$ cat src/design/rsch_pkg.sv
// Shared types, constants and arithmetic helpers for the square closest-hit block.
`default_nettype none
package rsch_pkg;

    localparam int SLOTS_DEFAULT = 16;
    localparam int FRAC_DEFAULT  = 16;

    localparam logic OP_LOAD = 1'b0;
    localparam logic OP_RAY  = 1'b1;

    // Payload of one input transaction.
    typedef struct packed {
        logic               opcode;
        logic        [3:0]  slot;
        logic signed [31:0] first_x;
        logic signed [31:0] first_y;
        logic signed [31:0] first_z;
        logic signed [31:0] second_x;
        logic signed [31:0] second_y;
        logic signed [31:0] second_z;
        logic        [30:0] side_length;
        logic        [23:0] surface_colour;
    } ray_req_t;

    // Payload of one result transaction.
    typedef struct packed {
        logic               hit;
        logic        [3:0]  hit_slot;
        logic        [30:0] hit_distance;
        logic        [23:0] hit_colour;
        logic signed [31:0] normal_x;
        logic signed [31:0] normal_y;
        logic signed [31:0] normal_z;
        logic signed [31:0] point_x;
        logic signed [31:0] point_y;
        logic signed [31:0] point_z;
    } hit_rsp_t;

    // Commands from the controller to the datapath.
    typedef struct packed {
        logic load;       // write one table slot from the input transaction
        logic ray_start;  // latch the ray and clear the best hit
        logic slot_rd;    // issue a table read for the scan slot
        logic dot_mul;    // form the d vector and products
        logic dot_sum;    // sum products into a and b
        logic div_start;  // start the divider
        logic bnd_mul;    // direction times t products
        logic bnd_chk;    // bounds compare and best update
        logic finish;     // build the result
    } rsch_cmd_t;

    // Status from the datapath to the controller.
    typedef struct packed {
        logic b_zero;
        logic div_done;
    } rsch_sts_t;

    // Saturate a 64-bit signed value to 32 bits.
    function automatic logic signed [31:0] sat32(input logic signed [63:0] x);
        logic signed [31:0] r;
        begin
            if (x > 64'sh0000_0000_7FFF_FFFF)
                r = 32'sh7FFF_FFFF;
            else if (x < -64'sh0000_0000_8000_0000)
                r = 32'sh8000_0000;
            else
                r = x[31:0];
            return r;
        end
    endfunction

endpackage
`default_nettype wire

$ cat src/design/rsch_ctrl.sv
// Controller state machine: sequences loads, the slot scan and result hand-off.
`default_nettype none
module rsch_ctrl import rsch_pkg::*; #(
    parameter int SQUARE_SLOTS = SLOTS_DEFAULT,
    parameter int SW           = (SQUARE_SLOTS > 1) ? $clog2(SQUARE_SLOTS) : 1
) (
    input  wire logic          clk,
    input  wire logic          rst_n,
    input  wire logic          in_valid,
    input  wire logic          in_op,
    output logic               in_ready,
    output logic               out_valid,
    input  wire logic          out_ready,
    input  wire logic [4:0]    count,
    input  wire rsch_sts_t     sts,
    output rsch_cmd_t          cmd,
    output logic [SW-1:0]      scan_slot
);
    localparam logic [3:0] S_IDLE = 4'd0, S_READ = 4'd1, S_MUL = 4'd2, S_SUM = 4'd3,
                           S_DIV = 4'd4, S_WAIT = 4'd5, S_BMUL = 4'd6, S_BCHK = 4'd7,
                           S_NEXT = 4'd8, S_FIN = 4'd9;
    localparam int CW = $clog2(SQUARE_SLOTS + 1);

    logic [3:0]    state_reg, state_next;
    logic [CW-1:0] idx_reg, idx_next;
    logic [CW-1:0] lim;
    logic          outv_reg, outv_next;
    logic          take;

    assign lim = (32'(count) > SQUARE_SLOTS) ? CW'(SQUARE_SLOTS) : CW'(count);
    assign in_ready = (state_reg == S_IDLE);
    assign take = in_valid && in_ready;
    assign out_valid = outv_reg;
    assign scan_slot = idx_reg[SW-1:0];

    // Next state and command decode.
    always_comb
    begin
        state_next = state_reg;
        idx_next = idx_reg;
        outv_next = outv_reg;
        cmd = '0;
        if (outv_reg && out_ready)
            outv_next = 1'b0;
        unique case (state_reg)
            S_IDLE:
            begin
                if (take)
                begin
                    if (in_op == OP_LOAD)
                        cmd.load = 1'b1;
                    else
                    begin
                        cmd.ray_start = 1'b1;
                        idx_next = '0;
                        state_next = S_NEXT;
                    end
                end
            end
            S_NEXT:
                state_next = (idx_reg < lim) ? S_READ : S_FIN;
            S_READ:
            begin
                cmd.slot_rd = 1'b1;
                state_next = S_MUL;
            end
            S_MUL:
            begin
                cmd.dot_mul = 1'b1;
                state_next = S_SUM;
            end
            S_SUM:
            begin
                cmd.dot_sum = 1'b1;
                state_next = S_DIV;
            end
            S_DIV:
            begin
                if (sts.b_zero)
                begin
                    idx_next = idx_reg + 1'b1;
                    state_next = S_NEXT;
                end
                else
                begin
                    cmd.div_start = 1'b1;
                    state_next = S_WAIT;
                end
            end
            S_WAIT:
                if (sts.div_done)
                    state_next = S_BMUL;
            S_BMUL:
            begin
                cmd.bnd_mul = 1'b1;
                state_next = S_BCHK;
            end
            S_BCHK:
            begin
                cmd.bnd_chk = 1'b1;
                idx_next = idx_reg + 1'b1;
                state_next = S_NEXT;
            end
            S_FIN:
            begin
                // Hold the new result until the output register is free or leaving.
                if (!outv_reg || out_ready)
                begin
                    cmd.finish = 1'b1;
                    outv_next = 1'b1;
                    state_next = S_IDLE;
                end
            end
            default:
                state_next = S_IDLE;
        endcase
    end

    always_ff @(posedge clk or negedge rst_n)
    begin
        if (!rst_n)
        begin
            state_reg <= S_IDLE;
            idx_reg   <= '0;
            outv_reg  <= 1'b0;
        end
        else
        begin
            state_reg <= state_next;
            idx_reg   <= idx_next;
            outv_reg  <= outv_next;
        end
    end
endmodule
`default_nettype wire

$ cat config.mk
export PLATFORM = sky130hd
export DESIGN_NAME = rsch_ctrl
export DESIGN_NICKNAME = d
export VERILOG_FILES = /design/src/design/rsch_pkg.sv /design/src/design/rsch_ctrl.sv
export SDC_FILE = /design/constraint.sdc
export NUM_CORES = 1
export LEC_CHECK = 0
export BUFFER_PORTS_ARGS = -buffer_cell sky130_fd_sc_hd__buf_2
export CAP_MARGIN = 20
export CORE_ASPECT_RATIO = 0.75
export CORE_MARGIN = 2
export CORE_UTILIZATION = 44
export CTS_CLUSTER_DIAMETER = 40
export DETAILED_ROUTE_END_ITERATION = 7
export HOLD_SLACK_MARGIN = 0.12
export PLACE_DENSITY = 0.8
export SYNTH_ARGS = -nofsm -noshare
export SYNTH_HDL_FRONTEND = slang
export SYNTH_SLANG_ARGS = --single-unit
$ cat constraint.sdc
create_clock -name clk -period 1.7 [get_ports clk]
set_input_delay 0.085 -clock clk [delete_from_list [all_inputs] [get_ports clk]]
set_output_delay 0.085 -clock clk [all_outputs]
set_load 0.03 [all_outputs]
# After elaboration in Yosys (flattened, before gate mapping)
# Cells that the tools add are included.
dict set report totals {
  reg_bits 10
  in_bits 12
  output_inout_bits 15
}
dict set report op_classes {
  n_addsub 1
  magnitude_cmp 2
  eq_ne 14
  muxes 28
  reduce_logical 8
}
# cell count
set op_table {}
lappend op_table {{4-bit case mux with 10 select lines} 1}
lappend op_table {{4-bit 2-to-1 mux} 6}
lappend op_table {{5-bit 2-to-1 mux} 4}
lappend op_table {{4-bit by 3-bit == test with 1-bit output (second input constant)} 4}
lappend op_table {{5-bit case mux with 3 select lines} 1}
lappend op_table {{1-bit 2-to-1 mux} 14}
lappend op_table {{4-bit by 2-bit == test with 1-bit output (second input constant)} 2}
lappend op_table {{4-bit == test (second input constant)} 2}
lappend op_table {{2-bit inequality test (second input constant)} 4}
lappend op_table {{4-bit AND reduction} 2}
lappend op_table {{5-bit by 1-bit adder with 5-bit output (second input constant)} 1}
lappend op_table {{5-bit > comparator (second input constant)} 1}
lappend op_table {{5-bit < comparator} 1}
lappend op_table {{4-bit by 1-bit == test with 1-bit output (second input constant)} 1}
lappend op_table {{4-bit zero test} 1}
lappend op_table {{2-bit 2-to-1 mux} 2}
lappend op_table {{3-bit nonzero test} 1}
lappend op_table {{1-bit logical AND} 2}
lappend op_table {{2-bit by 1-bit inequality test with 1-bit output (second input constant)} 1}
lappend op_table {{1-bit zero test} 1}
lappend op_table {{1-bit logical OR} 1}

# Depth between registers and ports, before layout
# Gate-level depths: netlist (run 1).
dict set report logic_depth {
  word_depth 5
  ltp_mapped 7
}

# Worst setup path after synthesis (run 1)
# No wires, ideal clock.
dict set report synth_path {
  path_kind {reg2out}
  start {register state_reg[0]}
  end {output cmd[8] (netlist bit)}
  arrival_time_ns 1.693
  slack_ns -0.078
  stages_incl_launch_ff 3
  path_buffers 0
  cell_sequence {dfrtp_1 > or4_4 > nor3b_1}
}
# element line_no
set synth_rtl {}
lappend synth_rtl {{start: declaration} rsch_ctrl.sv:24} ;# logic [3:0] state_reg, state_next;
lappend synth_rtl {{start signal: assignment} rsch_ctrl.sv:129} ;# state_reg <= state_next;
lappend synth_rtl {{end: declaration} rsch_ctrl.sv:16} ;# output rsch_cmd_t cmd,

==> flow_metrics.env, run 1 <==
export IMPL_hold_path_depth=3
export IMPL_achievable_frequency_mhz=597.7
export IMPL_synth_net_count=117
export IMPL_first_pass_iters=4
export IMPL_initial_core_util=0.4715
export IMPL_power_clock_fraction=0.141
export IMPL_worstPathBufferInverterCount=1
export IMPL_finalCriticalPeriod_ns=1.673
export IMPL_final_setup_viol_count=0
export IMPL_synthesis_area_per_instance_um2=8.283
export IMPL_hold_ws_ns=0.1395
export IMPL_synth_top_area_frac=0.3021
export IMPL_worst_path_max_fanout=3
export IMPL_worstPathArrival_ns=1.59
export IMPL_dpl_worst_slack_ns=0.06542
export IMPL_cts_root_buf="sky130_fd_sc_hd__clkbuf_4"
export IMPL_total_switching_power_mw=0.7792
export IMPL_timing_reg2reg_worst_path_depth=4
export IMPL_timing_critical_path_from_type="register"
export IMPL_cap_viol_max_count=0
export IMPL_count_of_port_buffers_added_during_placement=26
export IMPL_detail_route_wl_per_cell_um=12.91
export IMPL_synth_cell_type_count=33
export IMPL_placed_cells_incl_taps=145
export IMPL_total_leakage_power_nw=0.5321
export IMPL_synth_area_leaders="sky130_fd_sc_hd__dfrtp_1 30%, sky130_fd_sc_hd__ha_1 7.6%, sky130_fd_sc_hd__nand2b_1 7.6%"
export IMPL_p_sw_frac=0.4835
export IMPL_power_per_cell_area_nw_per_um2=1515
export IMPL_hold_path_startpoint="out_ready"
export IMPL_hold_endpoint="out_valid$_DFF_PN0_"
export IMPL_postRouteWirelength_um=1949
export IMPL_cts_made_buffers=3
export IMPL_vdd_drop_max_v=0.0008463
export IMPL_combinationalPowerShare=0.643
export IMPL_worst_r2r_startpoint="state_reg[1]$_DFFE_PN0P_"
export IMPL_via_count=804
export IMPL_post_route_worst_setup_slack_ns=0.02702
export IMPL_postSynthCellCount=100
export IMPL_largest_register_ff_count=5
export IMPL_timing_worst_slew_pin_value_ns=0.3733
export IMPL_grt_ovfl_total=0
export IMPL_post_route_drc_count=0
export IMPL_ys_async_sr_fraction=1.000
export IMPL_design_area_um2=1064
export IMPL_result_of_the_run="finished, final reports clean"
export IMPL_areaGrowthSynthToFinish_pct=28.40
export IMPL_seq_area_frac_synth=0.3021
export IMPL_worstPathRequired_ns=1.62
export IMPL_core_area_um2=1757
export IMPL_grt_first_pass_wirelength_um=3463
export IMPL_final_period_utilization=0.9841
export IMPL_clkTransAtPathRegs_ns=0.07
export IMPL_nNetsFinal=147
export IMPL_die_height_um=41.58
export IMPL_design_die_area_um2=2249
export IMPL_timing_setup_critical_path_class="reg2out"
export IMPL_end_kind="output port"
export IMPL_seq_power_share=0.216
export IMPL_avgViaCountPerCell=5.325
export IMPL_clock_skew_ns=0.001314
export IMPL_clock_latency_ns=0.28
export IMPL_p_int_mw=0.8325
export IMPL_critPathMaxStageDelay_ns=0.59
export IMPL_grt_setup_unrepaired="true"
export IMPL_numClockSinks=10
export IMPL_synth_top_flop_cell="sky130_fd_sc_hd__dfrtp_1"
export IMPL_synth_most_common_cell="sky130_fd_sc_hd__nand2_1"
export IMPL_critical_path_reg2reg_endpoint="idx_reg[0]$_DFFE_PN0P_"
export IMPL_die_width_um=54.10
export IMPL_tritoncts="done"
export IMPL_critical_path_top_delay_family="simple AND/OR/NAND/NOR gates"
export IMPL_synth_edf_count=0
export IMPL_hold_viol_final=0
export IMPL_power_total_mw=1.612
export IMPL_cp_cell_sequence="or4_4 -> nor3b_2 -> buf_4"
export IMPL_worst_r2r_setup_slack_ns=0.04
export IMPL_slew_limit_headroom=0.7476
export IMPL_vias_in_the_first_global_route=795
export IMPL_synthesis_area_um2=828.3
export IMPL_slew_limit_fails=0
export IMPL_final_cells=151
export IMPL_io_pins=27
export IMPL_synth_top_cells_by_count="11 x sky130_fd_sc_hd__nand2_1, 10 x sky130_fd_sc_hd__dfrtp_1, 10 x sky130_fd_sc_hd__nand2b_1"
export IMPL_largest_net_degree_at_the_start_of_global_routing=14
export IMPL_ant_nets=0
export IMPL_clockBufferDepth=2
export IMPL_rows=13
export IMPL_dr_first_iter_drc_count=15
export IMPL_share_of_layout_cells_above_drive_strength_1=0.3643
export IMPL_yosys_register_bits=10
export IMPL_placement_cell_area_um2=985.9
export IMPL_ys_warn_count=0
export IMPL_critical_path_slowest_cell="sky130_fd_sc_hd__or4_4"
export IMPL_ctsHtreeMaxLevel=1
export IMPL_antenna_diode_count=0
export IMPL_routabilityCongestion=0.8728
export IMPL_grt_util_all_layers=0.2130
export IMPL_synthDominantAreaCellType="sky130_fd_sc_hd__dfrtp_1"
export IMPL_min_delay_path_class="in2reg"
export IMPL_antenna_found_initial=0
export IMPL_place_detailed_hpwl_um=1553
[worst max path at each step]
stage,depth (start not counted),startpoint,to,slack [ns]
detailed placement,4,state_reg[1]$_DFFE_PN0P_,idx_reg[0]$_DFFE_PN0P_,0.07
finish,3,state_reg[1]$_DFFE_PN0P_,cmd[8],0.03
global route,5,state_reg[1]$_DFFE_PN0P_,cmd[7],-0.02
global placement,4,state_reg[1]$_DFFE_PN0P_,idx_reg[0]$_DFFE_PN0P_,0.11
floorplan,4,state_reg[0]$_DFFE_PN0P_,cmd[7],0.07
CTS,3,state_reg[2]$_DFFE_PN0P_,cmd[8],0.02
[metal layers]
layer	track usage	share of wire	up-vias
met1	0.2941	0.50	380
met5	0	0	-
met4	0.06000	0.0072	0
met3	0.07554	0.048	2
met2	0.3122	0.44	16
li1	-	-	406
[stage by stage]
step / setup TNS [ns] / utilization
detailed placement: 0 / 0.5613
global route: -0.02896 / 0.6054
floorplan: 0 / -
finish: 0 / 0.6054
global placement: 0 / 0.5613
CTS: 0 / 0.6054
[power by group through the flow]
| stage | logic (mW) | registers (mW) | clock network (mW) |
|---|---|---|---|
| floorplan | 0.725 | 0.365 | 0 |
| global placement | 0.950 | 0.346 | 0 |
| finish | 1.04 | 0.348 | 0.227 |
| detailed placement | 0.986 | 0.349 | 0 |
| CTS | 1.04 | 0.346 | 0.230 |
| global route | 1.13 | 0.353 | 0.239 |
[area by class of cell]
cell class | count | area [um2]
clock buffers | 4 | 36.28
fillers | 152 | 693.2
inverters | 4 | 17.52
flip-flops and latches | 10 | 250.2
repair buffers | 33 | 193.9
multi-input cells | 78 | 538.0
well taps | 22 | 27.53
[cell families after synthesis]
family,Yosys count,synth area share
buffers and inverters,12,0.07703
multiplexers,5,0.06646
flip-flops,10,0.3021
AO/OA/AOI/OAI,13,0.1088
adder cells (fa/ha/maj),5,0.07553
AND/OR/NAND/NOR,55,0.3701
[worst min-delay path: cells and delay by family]
kind	cells	cell delay (ns)
and+or+nand+nor	2	0.22
buffers and inverters	1	0.07
[cell usage in the layout, fill, tap and decap left out, types with 2 or more instances in the layout]
cell type                  synthesis  final
sky130_fd_sc_hd__nand3_1           3      2
sky130_fd_sc_hd__buf_2             3     24
sky130_fd_sc_hd__nor3_1            5      5
sky130_fd_sc_hd__nand2b_1         10     10
sky130_fd_sc_hd__nor2_1            9      9
sky130_fd_sc_hd__dfrtp_1          10     10
sky130_fd_sc_hd__nor4_1            3      3
sky130_fd_sc_hd__clkbuf_4          0      3
sky130_fd_sc_hd__a21oi_1           7      7
sky130_fd_sc_hd__mux2i_1           4      4
sky130_fd_sc_hd__nand2_1          11     11
sky130_fd_sc_hd__ha_1              5      5
sky130_fd_sc_hd__inv_1             3      2
sky130_fd_sc_hd__buf_4             4      7
sky130_fd_sc_hd__nor2b_1           3      3
[what timing repair did]
action,4_1_cts,5_1_grt
hold endpoints to repair,10,0
pin swaps,1,1
endpoints found under the setup margin,1,3
gates resized for setup,7,0
hold buffers,1,0
buffers inserted,1,0
Power figures use the tool's default switching activity.
==> inputs of run 2 (changes only) <==
CELL_PAD_IN_SITES_DETAIL_PLACEMENT = 1   (was not set)
CELL_PAD_IN_SITES_GLOBAL_PLACEMENT = 2   (was not set)
CORE_UTILIZATION = 25   (was 44)
==> run 2 against run 1 <==
Core utilization shrank 26 points. Design area is 4.2% higher. Routed wire length is 27% higher. First-iteration DRC count is 6.7% lower. Sequential share of layout area fell by 0.96 points. Clock skew is 0.0073 ns higher. Setup slack about the same. Count of clock-buffer cells in the layout unchanged. Via count unchanged. Sequential power is essentially flat. Combinational power about the same. Critical endpoint is now idx_reg[0]$_DFFE_PN0P_. Largest power group unchanged. Highest routed layer unchanged.
==> flow_metrics.env, run 2 (synthesis results as in run 1) <==
export IMPL_result_of_the_run="finished, final reports clean"
export IMPL_hold_viol_final=0
export IMPL_share_of_layout_cells_above_drive_strength_1=0.3750
export IMPL_grt_first_pass_wirelength_um=4215
export IMPL_final_common_cell="sky130_fd_sc_hd__buf_2"
export IMPL_min_delay_path_class="in2reg"
export IMPL_clkTransAtPathRegs_ns=0.06
export IMPL_hold_path_startpoint="out_ready"
export IMPL_worstPathRequired_ns=1.83
export IMPL_largest_register_ff_count=5
export IMPL_timing_reg2reg_worst_path_depth=4
export IMPL_antenna_diode_count=0
export IMPL_areaGrowthSynthToFinish_pct=33.84
export IMPL_final_period_utilization=0.9843
export IMPL_io_pins=27
export IMPL_routabilityCongestion=0.7371
export IMPL_clock_latency_ns=0.25
export IMPL_count_of_port_buffers_added_during_placement=26
export IMPL_finalCriticalPeriod_ns=1.673
export IMPL_detail_route_wl_per_cell_um=14.70
export IMPL_final_core_occ=0.3442
export IMPL_critPathMaxStageDelay_ns=0.59
export IMPL_cts_root_buf="sky130_fd_sc_hd__clkbuf_8"
export IMPL_grt_setup_unrepaired="true"
export IMPL_layout_cells_most_common_list="23 x sky130_fd_sc_hd__buf_2, 11 x sky130_fd_sc_hd__nand2_1, 10 x sky130_fd_sc_hd__dfrtp_1"
export IMPL_timing_critical_path_from_type="register"
export IMPL_worst_r2r_startpoint="state_reg[1]$_DFFE_PN0P_"
export IMPL_die_height_um=53.85
export IMPL_hold_endpoint="out_valid$_DFF_PN0_"
export IMPL_dr_first_iter_drc_count=14
export IMPL_largest_net_degree_at_the_start_of_global_routing=17
export IMPL_power_total_mw=1.720
export IMPL_postRouteWirelength_um=2469
export IMPL_power_per_cell_area_nw_per_um2=1551
export IMPL_clock_skew_ns=0.008628
export IMPL_cp_cell_sequence="or4_4 -> a21oi_4 -> nor3_2 -> mux2_4"
export IMPL_nNetsFinal=146
export IMPL_critical_path_slowest_cell="sky130_fd_sc_hd__or4_4"
export IMPL_slew_limit_headroom=0.7119
export IMPL_core_area_um2=3221
export IMPL_fillCellCount=406
export IMPL_achievable_frequency_mhz=597.6
export IMPL_worst_r2r_setup_slack_ns=0.03
export IMPL_tritoncts="done"
export IMPL_timing_setup_critical_path_class="reg2reg"
export IMPL_post_route_drc_count=0
export IMPL_hold_path_depth=3
export IMPL_design_die_area_um2=3795
export IMPL_place_detailed_hpwl_um=1882
export IMPL_avgViaCountPerCell=4.786
export IMPL_numClockSinks=10
export IMPL_worst_path_max_fanout=4
export IMPL_clockBufferDepth=2
export IMPL_cts_made_buffers=3
export IMPL_grt_util_all_layers=0.1488
export IMPL_hold_ws_ns=0.1808
export IMPL_vias_in_the_first_global_route=859
export IMPL_final_setup_viol_count=0
export IMPL_slew_limit_fails=0
export IMPL_first_pass_iters=4
export IMPL_die_width_um=70.47
export IMPL_vdd_drop_max_v=0.0005081
export IMPL_end_kind="register"
export IMPL_timing_worst_slew_pin_value_ns=0.4282
export IMPL_worstPathArrival_ns=1.80
export IMPL_rows=18
export IMPL_grt_ovfl_total=0
export IMPL_initial_core_util=0.2572
export IMPL_total_leakage_power_nw=0.5345
export IMPL_antenna_found_initial=0
export IMPL_cap_viol_max_count=0
export IMPL_ctsHtreeMaxLevel=1
export IMPL_via_count=804
export IMPL_ant_nets=0
export IMPL_tns_ns=0
export IMPL_critical_path_reg2reg_endpoint="idx_reg[0]$_DFFE_PN0P_"
==> run 2: repair_timing <==
| item | 4_1_cts | 5_1_grt |
|---|---|---|
| setup buffers | 1 | 0 |
| hold buffers | 1 | 0 |
| pin swaps | 1 | 1 |
| resized for setup | 7 | 3 |
| endpoints found under the hold margin | 10 | 0 |
| setup endpoints to repair | 1 | 6 |
==> run 2: worst max path at each step <==
| stage | from | to | depth (start not counted) |
|---|---|---|---|
| 3_3_place_gp | state_reg[2]$_DFFE_PN0P_ | idx_reg[2]$_DFFE_PN0P_ | 5 |
| 2_1_floorplan | state_reg[0]$_DFFE_PN0P_ | cmd[7] | 4 |
| 6_report | state_reg[1]$_DFFE_PN0P_ | idx_reg[0]$_DFFE_PN0P_ | 4 |
| 5_1_grt | state_reg[1]$_DFFE_PN0P_ | idx_reg[0]$_DFFE_PN0P_ | 4 |
| 3_5_place_dp | state_reg[1]$_DFFE_PN0P_ | idx_reg[0]$_DFFE_PN0P_ | 4 |
| 4_1_cts | state_reg[3]$_DFFE_PN0P_ | idx_reg[0]$_DFFE_PN0P_ | 4 |
==> run 2: through the flow <==
step           setup WS (ns)  std cells  instance area (um2)
2_1_floorplan        0.07105        100                839.6
3_3_place_gp         0.09297        162                 1001
3_5_place_dp         0.06797        162                 1001
4_1_cts              0.02499        168                 1097
5_1_grt             -0.01382        168                 1109
6_report             0.02672        168                 1109
==> run 2: final cells by class <==
cell class | count | area, um2 | area share
multi-input cells | 78 | 546.8 | 0.4932
flip-flops and latches | 10 | 250.2 | 0.2257
repair buffers | 32 | 188.9 | 0.1704
clock buffers | 4 | 55.05 | 0.04966
well taps | 40 | 50.05 | 0.04515
inverters | 4 | 17.52 | 0.01580
==> run 2: power breakdown <==
| group | internal (mW) | total, mW | switching [mW] |
|---|---|---|---|
| Combinational | 0.397 | 1.05 | 0.657 |
| Clock | 0.205 | 0.320 | 0.115 |
| Sequential | 0.297 | 0.347 | 0.0499 |
==> run 2: metal layers <==
metal  vias to the layer above  wire [um]  global-route usage
li1                        402          -                   -
met1                       379       1228              0.1919
met2                        20       1090              0.2453
met3                         3        134             0.04682
met4                         0         16             0.03846
met5                         -          0                   0
==> run 2: critical path, delay by kind of cell (launching register included) <==
family | cells | cell delay [ns]
multiplexers | 1 | 0.31
AND/OR/NAND/NOR | 2 | 0.67
flip-flops | 1 | 0.38
AO/OA/AOI/OAI | 1 | 0.19
